==> src/design/emd_pkg.sv <==
`default_nettype none

package emd_pkg;

  // Highest field index; the index register is 8 bits wide
  localparam int MaxFields = 255;
  localparam logic [7:0] FieldLimit = (MaxFields > 255) ? 8'd255 : 8'(MaxFields);

  // Special characters of the framing
  localparam logic [7:0] CharBslash = 8'h5C;  // backslash
  localparam logic [7:0] CharPipe   = 8'h7C;  // '|'
  localparam logic [7:0] CharNl     = 8'h0A;  // newline
  localparam logic [7:0] CharN      = 8'h6E;  // 'n'
  localparam logic [7:0] CharZero   = 8'h30;  // '0'
  localparam logic [7:0] CharX      = 8'h78;  // 'x'
  localparam logic [7:0] CharNul    = 8'h00;

  // Event codes on the output channel
  typedef enum logic [2:0] {
    EV_DATA  = 3'd0,
    EV_ARG   = 3'd1,
    EV_DONE  = 3'd2,
    EV_DROP  = 3'd3,
    EV_ABORT = 3'd4
  } ev_kind_t;

  // Parser mode, one-hot
  typedef enum logic [3:0] {
    MODE_NORMAL = 4'b0001,
    MODE_ESCAPE = 4'b0010,
    MODE_HEX1   = 4'b0100,
    MODE_HEX2   = 4'b1000
  } mode_t;

  // Hex digit decode: valid flag and nibble value
  typedef struct packed {
    logic       valid;
    logic [3:0] value;
  } hex_digit_t;

  function automatic hex_digit_t hex_decode(input logic [7:0] c);
    hex_digit_t d;
    d.valid = 1'b1;
    d.value = 4'd0;
    if (c >= 8'h30 && c <= 8'h39) begin
      d.value = 4'(c - 8'h30);
    end else if (c >= 8'h61 && c <= 8'h66) begin
      d.value = 4'(c - 8'h57);
    end else if (c >= 8'h41 && c <= 8'h46) begin
      d.value = 4'(c - 8'h37);
    end else begin
      d.valid = 1'b0;
    end
    return d;
  endfunction

endpackage

`default_nettype wire

==> src/design/escaped_message_deframer_unit.sv <==
// Escaped message deframer.
// Input channel (rx_valid / rx_stall / in_byte) takes one raw byte of a
// newline-framed message stream per word. Output channel (tx_valid / tx_stall
// / event_kind / data_byte / field_index) gives at most one event per input
// word: a decoded data byte with its field index, a new argument, message
// done or dropped (title empty), or an abort on a raw zero byte.
// Escape lead-ins, the 'x' of a hex escape, the first hex digit and an
// invalid hex pair give no event.
// A byte passes the input register, then the result register, before its
// event shows. Throughput: one byte per cycle while the receiver does not stall;
// the parser state is updated by combinational logic between the two registers.
// When the receiver stalls, the result register holds its word and the input
// register fills, after which rx_stall rises; no word is lost or repeated.
// Reset (synchronous, rst high) empties both registers and returns the
// parser to normal mode at field 0 with an empty title.
`default_nettype none

module escaped_message_deframer_unit (
  input  wire logic       clk,
  input  wire logic       rst,
  input  wire logic       rx_valid,
  output logic            rx_stall,
  input  wire logic [7:0] in_byte,
  output logic            tx_valid,
  input  wire logic       tx_stall,
  output logic [2:0]      event_kind,
  output logic [7:0]      data_byte,
  output logic [7:0]      field_index
);
  import emd_pkg::*;

  // Input register
  logic       s1_valid;
  logic [7:0] s1_byte;

  // Parser state
  mode_t      mode, mode_next;
  logic [3:0] hex_nib, hex_nib_next;
  logic       hex_ok, hex_ok_next;
  logic       title_nonempty, title_nonempty_next;
  logic [7:0] cur_field, cur_field_next;

  // Result register
  ev_kind_t   ev_kind;
  logic [7:0] ev_data;
  logic [7:0] ev_field;

  // Decode outputs
  logic       res;
  ev_kind_t   res_kind;
  logic [7:0] res_data;
  logic [7:0] res_field;
  logic       data_emit;
  logic [7:0] data_val;
  hex_digit_t hd;
  logic       advance;
  logic       s1_load;

  // Pipeline moves when the result register is free or being drained
  assign advance  = !tx_valid || !tx_stall;
  // Input register takes a word when it is empty or its word moves on
  assign s1_load  = advance || !s1_valid;
  assign rx_stall = s1_valid && !advance;

  // Input register
  always_ff @(posedge clk) begin
    if (rst) begin
      s1_valid <= 1'b0;
    end else if (s1_load) begin
      s1_valid <= rx_valid;
    end
    if (s1_load) begin
      s1_byte <= in_byte;
    end
  end

  // Decode one byte against the parser state
  always_comb begin
    mode_next           = mode;
    hex_nib_next        = hex_nib;
    hex_ok_next         = hex_ok;
    title_nonempty_next = title_nonempty;
    cur_field_next      = cur_field;
    res                 = 1'b0;
    res_kind            = EV_DATA;
    res_data            = 8'd0;
    res_field           = cur_field;
    data_emit           = 1'b0;
    data_val            = s1_byte;
    hd                  = hex_decode(s1_byte);

    if (s1_byte == CharNul) begin
      // raw zero aborts in any mode
      mode_next           = MODE_NORMAL;
      hex_nib_next        = 4'd0;
      hex_ok_next         = 1'b0;
      title_nonempty_next = 1'b0;
      cur_field_next      = 8'd0;
      res                 = 1'b1;
      res_kind            = EV_ABORT;
      res_field           = 8'd0;
    end else begin
      case (mode)
        MODE_ESCAPE: begin
          mode_next = MODE_NORMAL;
          if (s1_byte == CharX) begin
            mode_next = MODE_HEX1;
          end else begin
            data_emit = 1'b1;
            if (s1_byte == CharN) begin
              data_val = CharNl;
            end else if (s1_byte == CharZero) begin
              data_val = CharNul;
            end
          end
        end
        MODE_HEX1: begin
          hex_ok_next  = hd.valid;
          hex_nib_next = hd.valid ? hd.value : 4'd0;
          mode_next    = MODE_HEX2;
        end
        MODE_HEX2: begin
          mode_next   = MODE_NORMAL;
          hex_ok_next = 1'b0;
          if (hex_ok && hd.valid) begin
            data_emit = 1'b1;
            data_val  = {hex_nib, hd.value};
          end
        end
        MODE_NORMAL: begin
          if (s1_byte == CharBslash) begin
            mode_next = MODE_ESCAPE;
          end else if (s1_byte == CharPipe) begin
            if (cur_field < FieldLimit) begin
              cur_field_next = cur_field + 8'd1;
            end
            res       = 1'b1;
            res_kind  = EV_ARG;
            res_field = cur_field_next;
          end else if (s1_byte == CharNl) begin
            res                 = 1'b1;
            res_kind            = title_nonempty ? EV_DONE : EV_DROP;
            title_nonempty_next = 1'b0;
            cur_field_next      = 8'd0;
          end else begin
            data_emit = 1'b1;
          end
        end
        default: begin
          mode_next = MODE_NORMAL;
        end
      endcase

      // data byte goes out under the current field
      if (data_emit) begin
        res      = 1'b1;
        res_kind = EV_DATA;
        res_data = data_val;
        if (cur_field == 8'd0) begin
          title_nonempty_next = 1'b1;
        end
      end
    end
  end

  // Parser state update
  always_ff @(posedge clk) begin
    if (rst) begin
      mode           <= MODE_NORMAL;
      hex_nib        <= 4'd0;
      hex_ok         <= 1'b0;
      title_nonempty <= 1'b0;
      cur_field      <= 8'd0;
    end else if (s1_valid && advance) begin
      mode           <= mode_next;
      hex_nib        <= hex_nib_next;
      hex_ok         <= hex_ok_next;
      title_nonempty <= title_nonempty_next;
      cur_field      <= cur_field_next;
    end
  end

  // Result register
  always_ff @(posedge clk) begin
    if (rst) begin
      tx_valid <= 1'b0;
    end else if (advance) begin
      tx_valid <= s1_valid && res;
    end
    if (advance) begin
      ev_kind  <= res_kind;
      ev_data  <= res_data;
      ev_field <= res_field;
    end
  end

  assign event_kind  = ev_kind;
  assign data_byte   = ev_data;
  assign field_index = ev_field;

endmodule

`default_nettype wire

==> config.mk <==
export PLATFORM = sky130hd
export DESIGN_NAME = escaped_message_deframer_unit
export DESIGN_NICKNAME = d
export VERILOG_FILES = /design/src/design/emd_pkg.sv /design/src/design/escaped_message_deframer_unit.sv
export SDC_FILE = /design/constraint.sdc
export NUM_CORES = 1
export LEC_CHECK = 0
export BUFFER_PORTS_ARGS = -buffer_cell sky130_fd_sc_hd__buf_4
export CAP_MARGIN = 20
export CORE_MARGIN = 2
export CORE_UTILIZATION = 50
export DETAILED_ROUTE_END_ITERATION = 8
export GPL_ROUTABILITY_DRIVEN = 0
export GPL_TIMING_DRIVEN = 0
export HOLD_SLACK_MARGIN = 0.06
export PLACE_DENSITY = 0.81
export SLEW_MARGIN = 0
export SYNTH_ARGS = -nofsm -noshare
export SYNTH_HDL_FRONTEND = slang
export SYNTH_SLANG_ARGS = --single-unit
export TNS_END_PERCENT = 30
==> constraint.sdc <==
create_clock -name clk -period 6.36 [get_ports clk]
set_clock_uncertainty 0.05 [all_clocks]
set_input_delay 0.318 -clock clk [delete_from_list [all_inputs] [get_ports clk]]
set_output_delay 0.318 -clock clk [all_outputs]
set_load 0.05 [all_outputs]
Yosys cells after proc, flatten, opt, wreduce, memory -nomap -nowiden
Index checks and enable logic that the tools add are counted.

Add/sub/neg operators: 4. Magnitude comparators: 7. Eq/ne operators: 12. Muxes and demuxes: 55. Bitwise gates (word level): 3. Reduce and logical (&&, ||, !) cells: 26.

Operators by type and width (count): $mux 8 (13); $eq 8x7->1 const B (4); $mux 4 (8); $mux 1 (24); $ge 8x7->1 const B (2); $le 8x7->1 const B (2); $logic_not 8->1 (2); $pmux 8 s2 (1); $pmux 4 s3 (1); $add 8x1->8 const B (1); $eq 8x4->1 const B (1); $eq 8x6->1 const B (1); $ge 8x6->1 const B (1); $le 8x6->1 const B (1); $lt 8x8->1 const B (1); $mux 2 (4); $sub 4x3->4 const B (2); $logic_and 1x1->1 (7); $mux 3 (2); $reduce_and 2->1 (3); $reduce_bool 3->1 (2); $reduce_or 6->1 (1); $eq 4x1->1 const B (1); $eq 4x2->1 const B (1); other kinds (14) (21).

Register bits after elaboration: 47. Input bits: 12. Output and inout bits: 21. Word-level logic and storage cells: 120.

Longest topological paths before layout
Depth after elaboration: 12. Gate-level depth with buffers: 8. Mapped depth without buffers: 8.

Least setup slack after synthesis
Ideal clock, no wire load.

Path type: register to register. From: register s1_byte[0]. To: register ev_kind[0], in the netlist event_kind[0] (data pin). Library setup time: 269 ps. Arrival: 1812 ps. Required time: 6041 ps. Setup slack: 4229 ps. Cell stages (with the launch flop): 8. Path buffers: 1. Period minus slack after synthesis: 2131 ps. Path through: edfxtp_1 -> inv_1 -> ha_1 -> nor3b_1 -> nand2_1 -> inv_2 -> clkbuf_1 -> nor3_1.

Cells in the longest elaborated chain, start to end: 10. Elaborated cells on any way between the ends: 28. Classes of those cells: 6 x order compare; 4 x eq/ne; 12 x mux; 6 x reduce/logical.

Ends and longest elaborated chain: start, declared (line escaped_message_deframer_unit.sv:34) `logic [7:0] s1_byte;`; start signal, assigned (line escaped_message_deframer_unit.sv:73) `s1_byte <= in_byte;`; $ge 8x7->1 or $le 8x7->1 (tied branches) (line emd_pkg.sv:49) `end else if (c >= 8'h41 && c <= 8'h46) begin`; $logic_and 1x1->1 (line emd_pkg.sv:49); $mux 1 (line emd_pkg.sv:49); $mux 1 (line emd_pkg.sv:47) `end else if (c >= 8'h61 && c <= 8'h66) begin`; $mux 1 (line emd_pkg.sv:45) `if (c >= 8'h30 && c <= 8'h39) begin`; $logic_and 1x1->1 (line escaped_message_deframer_unit.sv:125) `if (hex_ok && hd.valid) begin`; $mux 1 (line escaped_message_deframer_unit.sv:125); $pmux 1 s3 (line escaped_message_deframer_unit.sv:103) `case (mode)`; $mux 1 (line escaped_message_deframer_unit.sv:92) `if (s1_byte == CharNul) begin`; $reduce_or 4->1 (no source line); end signal, assigned (line escaped_message_deframer_unit.sv:191) `ev_kind <= res_kind;`; end, declared (line escaped_message_deframer_unit.sv:44) `ev_kind_t ev_kind;`.

Several ways; a longest one is shown, not always the timed one. The select of a mux whose other input is x is not followed. A chain may end at the register's enable or synchronous reset.

Final worst setup path
Same ends and word-level chain as after synthesis.

==> impl_metrics.env <==
export IMPL_status="finished clean"
export IMPL_total_power_w=0.0006831
export IMPL_worst_pin_slew_ns=0.9402
export IMPL_drc=0
export IMPL_grt_pass1_wl_um=9970
export IMPL_ys_seq_elements=47
export IMPL_num_rows=26
export IMPL_cts_tree="yes"
export IMPL_synth_fa_ha_area_frac=0.03271
export IMPL_slew_headroom=0.3717
export IMPL_clkTransAtPathRegs_ns=0.09
export IMPL_core_area_um2=5140
export IMPL_portBuffers=32
export IMPL_netlist_instances=277
export IMPL_cts_root_buf="clkbuf_8"
export IMPL_mostFrequentLayoutCell="buf_4"
export IMPL_syn_nets=296
export IMPL_ant_nets=0
export IMPL_syn_to_final_growth_pct=17.29
export IMPL_nets=335
export IMPL_grt_util_met2=0.3209
export IMPL_start_util=0.5209
export IMPL_synth_mux_area_frac=0.007477
export IMPL_synth_distinct_cells=63
export IMPL_avgSynthCellArea_um2=9.666
export IMPL_post_cts_buffers=0
export IMPL_peakVddDrop_mv=0.1432
export IMPL_final_period_utilization=0.4241
export IMPL_grt_max_degree=21
export IMPL_wl_per_cell_um=15.72
export IMPL_worst_hold_slack_ns=0.1367
export IMPL_ys_seq_area_frac=0.4523
export IMPL_drv_cap=0
export IMPL_num_vias=2359
export IMPL_cp_end_kind="flip-flop"
export IMPL_fin_cells=387
export IMPL_hp_class="primary input to flip-flop"
export IMPL_cts_htree_levels=2
export IMPL_cts_made_buffers=5
export IMPL_cp_required_ns=6.35
export IMPL_synth_compound_area_frac=0.2154
export IMPL_vias_per_cell=6.096
export IMPL_fmax_mhz=370.7
export IMPL_setup_viol=0
export IMPL_antenna_cells=0
export IMPL_critical_path_class="flip-flop to flip-flop"
export IMPL_synth_warnings=0
export IMPL_setup_tns_ns=0
export IMPL_synth_edf_count=27
export IMPL_routed_wl_um=6085
export IMPL_clockBufferDepth=2
export IMPL_layout_drive_gt1_share=0.1830
export IMPL_dpl_hpwl_um=4281
export IMPL_synth_area_um2=2678
export IMPL_synthSimpleGateAreaFrac=0.2439
export IMPL_final_min_clock_period_ns=2.698
export IMPL_ys_flop_type="edfxtp_1"
export IMPL_startpoint_type="flip-flop"
export IMPL_firstDrtPassIters=5
export IMPL_die_y_um=77.18
export IMPL_place_inst=379
export IMPL_crit_chain="inv_1, ha_1, nor3b_1, nand2_1, inv_2, clkbuf_1, nor3_1"
export IMPL_arrival_ns=2.69
export IMPL_rsz0062_at_grt="no"
export IMPL_hold_viol=0
export IMPL_grt_ovfl_total=0
export IMPL_synth_top_family_by_area="simple AND/OR/NAND/NOR gates"
export IMPL_power_per_cell_area_nw_per_um2=217.5
export IMPL_gr_usage_all_layers=0.2096
export IMPL_cts_resized=0
export IMPL_final_cell_mix="buf_4 (32), edfxtp_1 (27), nor2_1 (25)"
export IMPL_cts_hold_buf=0
export IMPL_drv_slew=0
export IMPL_synth_xor_area_share=0.009813
export IMPL_initialDrtViolationCount=223
export IMPL_fin_area_um2=3141
export IMPL_first_global_vias=2036
export IMPL_synthArstFlopShare=0
export IMPL_placed_cell_area_um2=3005
export IMPL_die_x_um=77.18
export IMPL_top_usage_layer="met2"
export IMPL_die_area_um2=5957
export IMPL_cts_sinks=47
export IMPL_grtUsageMet3=0.03176
export IMPL_nFillCells=451
export IMPL_clk_insertion_delay_late_ns=0.31
export IMPL_cp_slowest_cell="edfxtp_1"
export IMPL_pin_count=33
export IMPL_crit_fanout=10
export IMPL_p_leak_nw=1.184
export IMPL_grtUsageMet1=0.3010
export IMPL_antenna_found_initial=0
export IMPL_critPathMaxStageDelay_ns=0.51
-- per-stage QoR --
step,setup WS (ns),util
after global routing,3.368,0.6110
after global placement,3.753,0.5847
final,3.662,0.6110
after CTS,3.701,0.6110
after floorplan,4.229,-
after detailed placement,3.726,0.5847
-- critical path, delay by kind of cell (launching register included) --
kind,cells,cell delay (ns)
fa+ha+maj,1,0.27
simple gates,3,0.89
flops,1,0.51
buf+inv,3,0.73
-- state kept, by name (all words and copies together) (netlist names) --
signal and flops:
field_index 8, event_kind 3, tx_valid 1, title_nonempty 1
hex_nib 4, s1_byte 8, s1_valid 1, mode 4
data_byte 8, hex_ok 1, cur_field 8
-- cell type report --
class	count	area, um^2	share of cell area
multi-input combinational	206	1364	0.4343
sequential	47	1211	0.3857
timing repair buffer	32	240.2	0.07649
tap	70	87.58	0.02789
clock buffer	5	68.82	0.02191
clock inverter	3	66.31	0.02112
buffer	13	61.31	0.01952
inverter	11	41.29	0.01315
-- routing by layer --
| metal | routed length [um] | share of wire |
|---|---|---|
| met1 | 2756 | 0.45 |
| met2 | 2838 | 0.47 |
| met3 | 383 | 0.063 |
| met4 | 106 | 0.017 |
| met5 | 0 | 0 |
-- path summary, 6_finish.rpt --
check | slack (ns) | cells past startpoint | start | end
hold reg to reg | 0.45 | 2 | hex_nib[2]$_SDFFE_PP0P_ | hex_nib[2]$_SDFFE_PP0P_
setup reg to reg | 3.66 | 7 | s1_byte[0]$_DFFE_PN_ | event_kind[0]$_SDFFCE_PP0P_
setup / recovery | 3.66 | 7 | s1_byte[0]$_DFFE_PN_ | event_kind[0]$_SDFFCE_PP0P_
hold / removal | 0.14 | 1 | in_byte[7] | s1_byte[7]$_DFFE_PN_
-- logic make-up (layout without fill, tap and decap cells) --
family	count (synthesis)	in the layout
adder cells (fa/ha/maj)	7	7
multiplexers	2	2
AND/OR/NAND/NOR	112	112
buffers and inverters	24	64
flip-flops	47	47
AO/OA/AOI/OAI	82	82
XOR/XNOR	3	3
-- where the power goes --
group | leakage [nW] | switching (W) | total [W] | internal (W)
sequential | 0.461 | 0.00000710 | 0.000340 | 0.000333
combinational | 0.654 | 0.0000556 | 0.0000826 | 0.0000270
clock | 0.0687 | 0.000104 | 0.000261 | 0.000157
total | 1.18 | 0.000166 | 0.000683 | 0.000517
-- synthesized netlist by cell type (2+ instances only) --
cell type	number	share of area
edfxtp_1	27	0.30
nor2_1	25	0.035
a21oi_1	23	0.043
dfxtp_1	20	0.15
nand3_1	20	0.037
nand2_1	19	0.027
o21ai_0	13	0.024
inv_1	10	0.014
clkbuf_1	8	0.011
nor3_1	8	0.015
a31oi_1	7	0.016
ha_1	7	0.033
and2_1	5	0.012
nand4_1	5	0.012
a211oi_1	4	0.011
a2bb2oi_1	4	0.013
and3_1	4	0.0093
buf_2	4	0.0075
nor4b_1	4	0.013
a311oi_1	3	0.0098
nand3b_1	3	0.0084
o21ai_1	3	0.0056
a211o_1	2	0.0065
a22oi_1	2	0.0056
a32oi_1	2	0.0065
and3b_1	2	0.0065
and4b_1	2	0.0075
mux2i_1	2	0.0075
nor2b_1	2	0.0047
nor4_1	2	0.0047
o211ai_1	2	0.0056
xor2_1	2	0.0065
Power figures use the tool's default switching activity.
